--- src/design/cci_pkg.sv ---
// ----------------------------------------------------------------------------
// Circle collision impulse package
// Field widths, register indexes, reset values and pipeline step counts
// shared by the collision unit and its arithmetic pipelines.
// ----------------------------------------------------------------------------
`default_nettype none

package cci_pkg;

  // Field widths of one input item and one result item.
  localparam int unsigned POS_W    = 24;
  localparam int unsigned RAD_W    = 16;
  localparam int unsigned MASS_W   = 16;
  localparam int unsigned FORCE_W  = 32;
  localparam int unsigned IN_W     = 256;
  localparam int unsigned OUT_W    = 112;

  // Configuration port.
  localparam int unsigned CFG_ADDR_W = 2;
  localparam int unsigned CFG_DATA_W = 16;

  localparam logic [CFG_ADDR_W-1:0] CFG_TIME_STEP      = 2'd0;
  localparam logic [CFG_ADDR_W-1:0] CFG_RESTITUTION    = 2'd1;
  localparam logic [CFG_ADDR_W-1:0] CFG_CONTACT_MARGIN = 2'd2;

  localparam logic [15:0] TIME_STEP_RST      = 16'd26;
  localparam logic [7:0]  RESTITUTION_RST    = 8'd51;
  localparam logic [15:0] CONTACT_MARGIN_RST = 16'd256;

  // The unit normal carries 16 fraction bits; restitution is Q0.8.
  localparam int unsigned NORM_BITS = 16;
  localparam int unsigned REST_BITS = 8;

  // Root of a sum of two squares of 24 bit magnitudes.
  localparam int unsigned ROOT_W = 25;

  // Dependent add/compare steps placed between two pipeline registers.
  localparam int unsigned STAGE_STEPS = 4;

endpackage

`default_nettype wire

--- src/design/cci_div_pipe.sv ---
// ----------------------------------------------------------------------------
// Pipelined restoring divider
// Unsigned long division, a few quotient bits per stage. The partial
// remainder r0_i must be below the divisor; lo_i holds the numerator bits
// that are brought in, most significant first.
// ----------------------------------------------------------------------------
`default_nettype none

module cci_div_pipe #(
  parameter int unsigned DW    = 16,
  parameter int unsigned QW    = 16,
  parameter int unsigned STEPS = cci_pkg::STAGE_STEPS,
  localparam int unsigned STAGES = (QW + STEPS - 1) / STEPS
) (
  input  wire logic              clk_i,
  input  wire logic [STAGES-1:0] en_i,
  input  wire logic [DW-1:0]     r0_i,
  input  wire logic [DW-1:0]     d_i,
  input  wire logic [QW-1:0]     lo_i,
  output logic      [QW-1:0]     q_o
);

  logic [DW-1:0] r_q  [STAGES];
  logic [DW-1:0] d_q  [STAGES];
  logic [QW-1:0] lo_q [STAGES];
  logic [QW-1:0] q_q  [STAGES];

  for (genvar s = 0; s < STAGES; s++) begin : g_stage
    logic [DW-1:0] r_in, d_in, r_d;
    logic [QW-1:0] lo_in, q_in, lo_d, q_d;

    if (s == 0) begin : g_first
      assign r_in  = r0_i;
      assign d_in  = d_i;
      assign lo_in = lo_i;
      assign q_in  = '0;
    end else begin : g_next
      assign r_in  = r_q[s-1];
      assign d_in  = d_q[s-1];
      assign lo_in = lo_q[s-1];
      assign q_in  = q_q[s-1];
    end

    always_comb begin
      logic [DW:0] rw;
      rw   = '0;
      r_d  = r_in;
      lo_d = lo_in;
      q_d  = q_in;
      for (int i = 0; i < STEPS; i++) begin
        if (s * STEPS + i < QW) begin
          rw   = {r_d, lo_d[QW-1]};
          lo_d = lo_d << 1;
          if (rw >= {1'b0, d_in}) begin
            rw  = rw - {1'b0, d_in};
            q_d = {q_d[QW-2:0], 1'b1};
          end else begin
            q_d = {q_d[QW-2:0], 1'b0};
          end
          r_d = rw[DW-1:0];
        end
      end
    end

    always_ff @(posedge clk_i) begin
      if (en_i[s]) begin
        r_q[s]  <= r_d;
        d_q[s]  <= d_in;
        lo_q[s] <= lo_d;
        q_q[s]  <= q_d;
      end
    end
  end

  assign q_o = q_q[STAGES-1];

endmodule

`default_nettype wire

--- config.mk ---
export PLATFORM = sky130hd
export DESIGN_NAME = cci_div_pipe
export DESIGN_NICKNAME = d
export VERILOG_FILES = /design/src/design/cci_pkg.sv /design/src/design/cci_div_pipe.sv
export SDC_FILE = /design/constraint.sdc
export NUM_CORES = 1
export LEC_CHECK = 0
export BUFFER_PORTS_ARGS = -buffer_cell sky130_fd_sc_hd__clkbuf_2
export CORE_MARGIN = 2
export CORE_UTILIZATION = 60
export CTS_CLUSTER_SIZE = 14
export DETAILED_ROUTE_END_ITERATION = 12
export PLACE_DENSITY_LB_ADDON = 0.12
export RECOVER_POWER = 100
export SYNTH_ARGS = -nofsm -noshare
export SYNTH_HDL_FRONTEND = slang
export SYNTH_SLANG_ARGS = --single-unit
--- constraint.sdc ---
create_clock -name clk_i -period 14.55 [get_ports clk_i]
set_input_delay 1.455 -clock clk_i [delete_from_list [all_inputs] [get_ports clk_i]]
set_output_delay 1.455 -clock clk_i [all_outputs]
set_load 0.01 [all_outputs]
==> flow_summary.ini <==
[timing]
slew_violations = 140
final.min_clock_period_ps = 13080
hold_viol = 0
worst_slew_pin_slew_ps = 2740
tns_ps = 0
max_freq_mhz = 76.4
finClkSkew_ps = 17.8
period_share_pct = 89.9
relSlewSlack_pct = -82.5
timing.hold.ws_ps = 416
setup_viol = 0
rsz0062_at_grt = false

[floorplan]
die-height_um = 181
die_w_um = 181
ios = 69
start_util_pct = 61.3
row_count = 64
core-area_sq_um = 30800
fp.dieArea_sq_um = 32900

[finish]
area_growth_pct = 6.38
nNetsFinal = 2444
stdcell_area_sq_um = 20100
n_antenna_cell = 0
num-fill-cells = 2567
drive_gt1_share_pct = 10.1

[setup_path]
slowest_delay_ps = 890
worst-path-max-fanout = 22
arrival_ps = 13230
worst_ep_required_time_ps = 14700
slowest_stage = clkbuf_1
cp-start-kind = flip-flop
critical_path_class = reg -> reg
reg2reg_slack_ps = 1470
critPathMostFrequentCell = inv_1
end_kind = flip-flop

[clocking]
cts_made_buffers = 17
clk_latency_ps = 450
cts.sinks = 160
clk_pin_slew_ps = 70
clk_path_buf_depth = 2
cts-resized-gates = 0
cts_setup_buffers = 0
htreeDepth = 4
cts_tree = built
hold_buffers = 0
cts-root-buf = clkbuf_16

[place]
dp_hpwl_um = 38600
placed_area_sq_um = 19700
gp_congestion = 0.934
portBuffers = 68

[logic_synthesis]
synth_top_area_cell = edfxtp_1
post_synth.cell_area_avg_sq_um = 9.20
synth_top_area_share_pct = 25.4
netlist_area_sq_um = 18900
synth-main-ff-cell = edfxtp_1
synth_commonest_cells = 256 x ha_1, 170 x a21oi_1, 160 x edfxtp_1
ys_types = 81
synth-edff-count = 160
ys_top_cells_by_area = edfxtp_1 25%, ha_1 17%, mux2_2 7.0%
ys_seq_area_share_pct = 25.4
synth_most_common_cell = ha_1
yosysWarnings = 0
ys_ff_latch = 160
synthArstFlopShare_pct = 0
syn_nets = 2377
syn_inst = 2053

[run]
drv_cap = 3

[global_routing]
grt_first_pass_wirelength_um = 75400
gr-total-overflow = 0
grt_usage_pct = 28.6
grt_pass1_vias = 15048
antenna_found_initial = 0
grt_max_degree = 49

[routing]
routed_wl_um = 47300
postRouteAntennaNets = 0
first_iter_violations = 1038
vias = 15675
wire_per_inst_um = 18.7
vias_per_cell = 6.20
drc = 0
first_pass_iters = 5

[status]
status = finished with violations
violations = max-capacitance violations, max-slew violations

[hold_path]
hold_path_class = reg -> reg
## per-stage QoR
stage | setup slack, ps | instances | utilization (%)
after detailed placement | 1690 | 2497 | 63.8
after CTS | 2060 | 2529 | 65.6
after floorplan | 3510 | 2053 | -
final | 1470 | 2529 | 65.2
after global placement | 2120 | 2497 | 63.8
after global routing | 592 | 2529 | 65.2
## state kept, by name, indices dropped and copies added, names as in the netlist
register and flops:
r_q 48, d_q 48, q_q 40, lo_q 24
## area by class of cell
| type | count | area [sq um] | share of cell area, % |
|---|---|---|---|
| Clock buffer | 17 | 425 | 2.12 |
| Tap cell | 396 | 495 | 2.47 |
| Clock inverter | 15 | 124 | 0.617 |
| Multi-Input combinational cell | 1714 | 13300 | 66.4 |
| Timing Repair Buffer | 76 | 334 | 1.66 |
| Sequential cell | 160 | 4800 | 23.9 |
| Inverter | 151 | 567 | 2.82 |
## cell usage in the layout (no fill, tap or decap), types with 45 or more instances in the layout
cell	netlist	layout
a21oi_1	170	169
mux2_2	118	108
xor2_1	60	60
ha_1	256	256
inv_1	147	149
nand2_1	91	91
a21o_1	65	65
nor2_1	159	160
o21ai_0	116	116
o21a_1	45	45
edfxtp_1	160	160
xnor2_1	122	122
## critical path, delay by kind of cell (launching register included)
kind,cells,cell delay (ps)
AOI/OAI and AO/OA,19,5180
adders and majority gates,4,1330
DFF,1,520
buffers and inverters,7,2740
and+or+nand+nor,6,1570
muxes,3,1370
## metal layers
layer | vias to the layer above | global-route usage (%) | wire length, um
li1 | 7844 | - | -
met1 | 7392 | 37.3 | 21400
met2 | 375 | 49.2 | 22500
met3 | 64 | 4.15 | 2350
met4 | 0 | 8.49 | 977
met5 | - | 0 | 0
## logic make-up (layout without fill, tap and decap cells)
family                   after synthesis  count (layout)  synth area share (%)
AO/OA/AOI/OAI                        586             586                  20.3
XOR/XNOR                             182             182                  8.44
adder cells (fa/ha/maj)              271             271                  18.5
buffers and inverters                179             259                  3.75
flip-flops                           160             160                  25.4
multiplexers                         174             174                  10.5
AND/OR/NAND/NOR                      501             501                  13.0
## final timing paths
path | from | end | cells past startpoint
min reg2reg | lo_q[0][5] | lo_q[1][9] | 0
min | lo_q[0][5] | lo_q[1][9] | 0
max reg2reg | d_q[0][1] | r_q[1][13] | 39
max | d_q[0][1] | r_q[1][13] | 39
Power is left out: the tool's default activity adds up to more than one toggle a clock period on the data nets, which glitch-free logic cannot reach.
