## src/design/cci_pkg.sv

```systemverilog
// ----------------------------------------------------------------------------
// Circle collision impulse package
// Field widths, register indexes, reset values and pipeline step counts
// shared by the collision unit and its arithmetic pipelines.
// ----------------------------------------------------------------------------
`default_nettype none

package cci_pkg;

  // Field widths of one input item and one result item.
  localparam int unsigned POS_W    = 24;
  localparam int unsigned RAD_W    = 16;
  localparam int unsigned MASS_W   = 16;
  localparam int unsigned FORCE_W  = 32;
  localparam int unsigned IN_W     = 256;
  localparam int unsigned OUT_W    = 112;

  // Configuration port.
  localparam int unsigned CFG_ADDR_W = 2;
  localparam int unsigned CFG_DATA_W = 16;

  localparam logic [CFG_ADDR_W-1:0] CFG_TIME_STEP      = 2'd0;
  localparam logic [CFG_ADDR_W-1:0] CFG_RESTITUTION    = 2'd1;
  localparam logic [CFG_ADDR_W-1:0] CFG_CONTACT_MARGIN = 2'd2;

  localparam logic [15:0] TIME_STEP_RST      = 16'd26;
  localparam logic [7:0]  RESTITUTION_RST    = 8'd51;
  localparam logic [15:0] CONTACT_MARGIN_RST = 16'd256;

  // The unit normal carries 16 fraction bits; restitution is Q0.8.
  localparam int unsigned NORM_BITS = 16;
  localparam int unsigned REST_BITS = 8;

  // Root of a sum of two squares of 24 bit magnitudes.
  localparam int unsigned ROOT_W = 25;

  // Dependent add/compare steps placed between two pipeline registers.
  localparam int unsigned STAGE_STEPS = 4;

endpackage

`default_nettype wire

```

## src/design/cci_sqrt_pipe.sv

```systemverilog
// ----------------------------------------------------------------------------
// Pipelined integer square root
// Digit-by-digit floor square root, a few root bits per stage.
// ----------------------------------------------------------------------------
`default_nettype none

module cci_sqrt_pipe #(
  parameter int unsigned RW    = cci_pkg::ROOT_W,
  parameter int unsigned STEPS = cci_pkg::STAGE_STEPS,
  localparam int unsigned STAGES = (RW + STEPS - 1) / STEPS
) (
  input  wire logic              clk_i,
  input  wire logic [STAGES-1:0] en_i,
  input  wire logic [2*RW-1:0]   x_i,
  output logic      [RW-1:0]     root_o
);

  logic [2*RW-1:0] x_q  [STAGES];
  logic [RW-1:0]   rt_q [STAGES];
  logic [RW+1:0]   rm_q [STAGES];

  for (genvar s = 0; s < STAGES; s++) begin : g_stage
    logic [2*RW-1:0] x_in, x_d;
    logic [RW-1:0]   rt_in, rt_d;
    logic [RW+1:0]   rm_in, rm_d;

    if (s == 0) begin : g_first
      assign x_in  = x_i;
      assign rt_in = '0;
      assign rm_in = '0;
    end else begin : g_next
      assign x_in  = x_q[s-1];
      assign rt_in = rt_q[s-1];
      assign rm_in = rm_q[s-1];
    end

    always_comb begin
      logic [RW+3:0] rw, tr;
      rw   = '0;
      tr   = '0;
      x_d  = x_in;
      rt_d = rt_in;
      rm_d = rm_in;
      for (int i = 0; i < STEPS; i++) begin
        if (s * STEPS + i < RW) begin
          rw  = {rm_d, x_d[2*RW-1 -: 2]};
          x_d = x_d << 2;
          tr  = {2'b00, rt_d, 2'b01};
          if (rw >= tr) begin
            rw   = rw - tr;
            rt_d = {rt_d[RW-2:0], 1'b1};
          end else begin
            rt_d = {rt_d[RW-2:0], 1'b0};
          end
          rm_d = rw[RW+1:0];
        end
      end
    end

    always_ff @(posedge clk_i) begin
      if (en_i[s]) begin
        x_q[s]  <= x_d;
        rt_q[s] <= rt_d;
        rm_q[s] <= rm_d;
      end
    end
  end

  assign root_o = rt_q[STAGES-1];

endmodule

`default_nettype wire
```

## config.mk

```make
export PLATFORM = sky130hd
export DESIGN_NAME = cci_sqrt_pipe
export DESIGN_NICKNAME = d
export VERILOG_FILES = /design/src/design/cci_pkg.sv /design/src/design/cci_sqrt_pipe.sv
export SDC_FILE = /design/constraint.sdc
export NUM_CORES = 2
export LEC_CHECK = 0
export BUFFER_PORTS_ARGS = -buffer_cell sky130_fd_sc_hd__buf_2
export CORE_AREA = 2 2 319 321
export CTS_CLUSTER_SIZE = 24
export DETAILED_ROUTE_END_ITERATION = 10
export DIE_AREA = 0 0 321 323
export GPL_TIMING_DRIVEN = 1
export HOLD_SLACK_MARGIN = 0.1
export SYNTH_ARGS = -nofsm -noshare
export SYNTH_HDL_FRONTEND = slang
export SYNTH_SLANG_ARGS = --single-unit
```

## constraint.sdc

```tcl
create_clock -name clk_i -period 13.9 [get_ports clk_i]
set_input_delay 2.78 -clock clk_i [delete_from_list [all_inputs] [get_ports clk_i]]
set_output_delay 2.78 -clock clk_i [all_outputs]
set_load 0.03 [all_outputs]
```

==> summary.md <==
| Metric | Value |
|---|---|
| Synthesis-to-layout area growth | `8.33%` |
| Post-Syn Area | `40,900 um2` |
| Routed WL | `131 mm` |
| Util after Layout | `0.440` |
| Via count | `37,200` |
| First DRT Iteration DRCs | `3,295` |
| Primary FF master, synth | `edfxtp_1` |
| # Post-CTS Setup Buffers | `0` |
| Setup CP Type | `register to register` |
| Filler cells | `10,000` |
| Slowest cell delay on critical path | `470 ps` |
| Residual DRC | `0` |
| Status | `finished, final reports clean` |
| Worst path most repeated cell | `a21o_1` |
| LEAKAGE | `17.8 nW` |
| Final worst slack | `998 ps` |
| Maximum vdd drop | `0.000309 V` |
| Final min period | `12,900 ps` |
| Leading area contributor after synthesis | `edfxtp_1` |
| Critical R2R Launch | `rt_q[2][8]$_DFFE_PP_` |
| Row Count | `117` |
| Synth top area cells | `edfxtp_1, ha_1, xnor2_1` |
| Hold Crit Class | `register to register` |
| Die width | `321 um` |
| Worst r2r dst | `rm_q[3][10]$_DFFE_PP_` |
| Total CTS buffers | `50` |
| Reg2reg path depth | `51` |
| Fmax achieved | `77.5 MHz` |
| Resized cells post-CTS | `0` |
| Yosys reg bits | `403` |
| CP max FO | `37` |
| GRT Overall Usage | `0.245` |
| Slew headroom | `0.157` |
| WL/cell | `21.1 um` |
| Layout Nets | `5,259` |
| Worst-skew pair later-pin latency | `660 ps` |
| Core Box Area | `101,000 um2` |
| Clock Skew | `43.2 ps` |
| Synth Instances | `4,835` |
| R2R setup slack | `1000 ps` |
| TNS Setup | `0 ps` |
| Die ar. | `104,000 um2` |
| Deepest clock path buffer count | `3` |
| Crit start category | `register` |
| Commonest non-fill, non-tap cell in the layout | `a21oi_1` |
| Final Hold Fails | `0` |
| Sink Count | `403` |
| Vias in the first global route | `34,300` |
| Syn avg cell area | `8.47 um2` |
| CP endpoint | `rm_q[3][10]$_DFFE_PP_` |
| I/O pins | `83` |
| Antenna violations before repair | `4` |
| Worst Path Required | `14,310 ps` |
| CTS Hold Buffers Added | `0` |
| Pins Over Slew Limit | `0` |
| Buffers on Ports | `82` |
| Commonest cells after routing, fill and taps aside | `a21oi_1, nor2_1, nand2_1` |
| Yosys warns | `0` |
| Worst setup path startpoint | `rt_q[2][8]$_DFFE_PP_` |
| Final hold slack | `415 ps` |
| Initial Utilization | `0.406` |
| Sequential fraction of the synthesis area | `0.296` |
| Grt total ovfl | `0` |
| Asr flop ratio synth | `0` |
| Antenna viol nets, final | `0` |
| Place WS | `811 ps` |
| CTS tree | `built` |
| Die Y | `323 um` |
| # Max-Cap Violations | `0` |
| CP max-delay cell | `inv_2` |
| Largest net degree at the start of global routing | `62` |
| First-pass DRT Iterations | `6` |
| Post-synth EDFFs | `403` |
| Netlist cell types | `114` |
| RSZ-0062 raised after global routing | `no` |
| Clk pin slew, worst setup/hold paths | `60 ps` |
| H-tree Lvls | `2` |
| Share of cells above drive strength 1 | `0.0710` |
| Crit end category | `register` |
| Worst-Margin Slew | `1260 ps` |
| Share of the synthesized area in the top cell type | `0.296` |
| Global-route wire length before repair | `201 mm` |
| GPL Wtd Cong | `0.969` |
| Final period utilization | `0.928` |
| Via density | `6.00` |
| Arr. time, crit path | `13,310 ps` |
| # setup viols final | `0` |
| DP HPWL | `104 mm` |
| Pwr Total | `12.1 mW` |
| Power per Cell Area | `274 nW/um2` |
| Clock root buffer | `clkbuf_16` |
metrics by stage:
stage,std cells,instance area (um2)
after global routing,6199,44300
after detailed placement,6107,42600
after global placement,6107,42600
after floorplan,4838,40900
after CTS,6199,44300
final,6201,44300
kinds of logic after synthesis:
family,count (synthesis),synth area share
other,1,0.0000916
adders and majority gates,351,0.107
AOI/OAI and AO/OA,1484,0.238
and+or+nand+nor,1681,0.208
DFF,403,0.296
xor gates and xnor gates,415,0.0890
muxes,85,0.0222
buffers and inverters,415,0.0398
synth_stat cells (16+ instances only):
| cell | count |
|---|---|
| o21bai_1 | 40 |
| nor4_1 | 54 |
| a211oi_1 | 43 |
| o31a_1 | 28 |
| or3_1 | 51 |
| a21oi_1 | 468 |
| o31ai_1 | 41 |
| nor4b_1 | 16 |
| a2111oi_0 | 17 |
| o21a_1 | 57 |
| nand2b_1 | 64 |
| o2111ai_1 | 21 |
| buf_2 | 26 |
| nand3_1 | 118 |
| and4_1 | 19 |
| ha_1 | 351 |
| and3_1 | 49 |
| xor2_1 | 143 |
| a21o_1 | 164 |
| nor2_1 | 442 |
| xnor2_1 | 271 |
| inv_1 | 245 |
| nor3_1 | 139 |
| or2_2 | 26 |
| buf_1 | 20 |
| o211ai_1 | 33 |
| nor3b_1 | 29 |
| nor2b_1 | 50 |
| clkbuf_1 | 103 |
| edfxtp_1 | 403 |
| o21ai_0 | 261 |
| and2_1 | 36 |
| mux2_2 | 43 |
| a211o_1 | 19 |
| nand2_1 | 411 |
| or4_1 | 22 |
| nand4_1 | 71 |
| a31oi_1 | 61 |
| mux2i_1 | 39 |
area by class of cell:
cell class / instances / area, um2 / area share
Inverter: 259 / 976 / 0.0220
Multi-Input combinational cell: 4020 / 27200 / 0.615
Clock buffer: 55 / 1270 / 0.0286
Antenna cell: 2 / 5.00 / 0.000113
Tap cell: 1309 / 1640 / 0.0369
Sequential cell: 403 / 12100 / 0.273
Clock inverter: 37 / 429 / 0.00968
Timing Repair Buffer: 116 / 673 / 0.0152
layer usage:
metal	GRT usage	routed length, um
met1	0.337	59500
met4	0.0780	4300
met3	0.0292	7520
met5	0	13
met2	0.400	59600
power breakdown:
part	switching [mW]	internal, mW	total, mW
logic	5.21	3.46	8.68
clock network	0.566	0.798	1.36
registers	0.217	1.88	2.09
flip-flops by register name, indices dropped and copies added (netlist names):
register and flops:
rm_q 162, x_q 132, rt_q 109
critical path: cells and delay by family (launching register included):
kind            cells  cell delay (ps)
fa+ha+maj           4             1460
flops               1              410
buf+inv            10             2360
compound gates     24             5570
mux                 1              310
simple gates       12             2500
how the worst min path moves through the flow:
stage	startpoint	endpoint	slack (ps)	cells past startpoint
floorplan	x_q[0][6]$_DFFE_PP_	x_q[1][14]$_DFFE_PP_	400	0
global placement	x_q[0][24]$_DFFE_PP_	x_q[1][32]$_DFFE_PP_	400	0
detailed placement	x_q[0][19]$_DFFE_PP_	x_q[1][27]$_DFFE_PP_	400	0
CTS	rt_q[3][14]$_DFFE_PP_	rt_q[4][18]$_DFFE_PP_	410	0
global route	x_q[1][36]$_DFFE_PP_	x_q[2][44]$_DFFE_PP_	420	0
finish	x_q[2][25]$_DFFE_PP_	x_q[3][33]$_DFFE_PP_	420	0
Power figures use the tool's default switching activity.
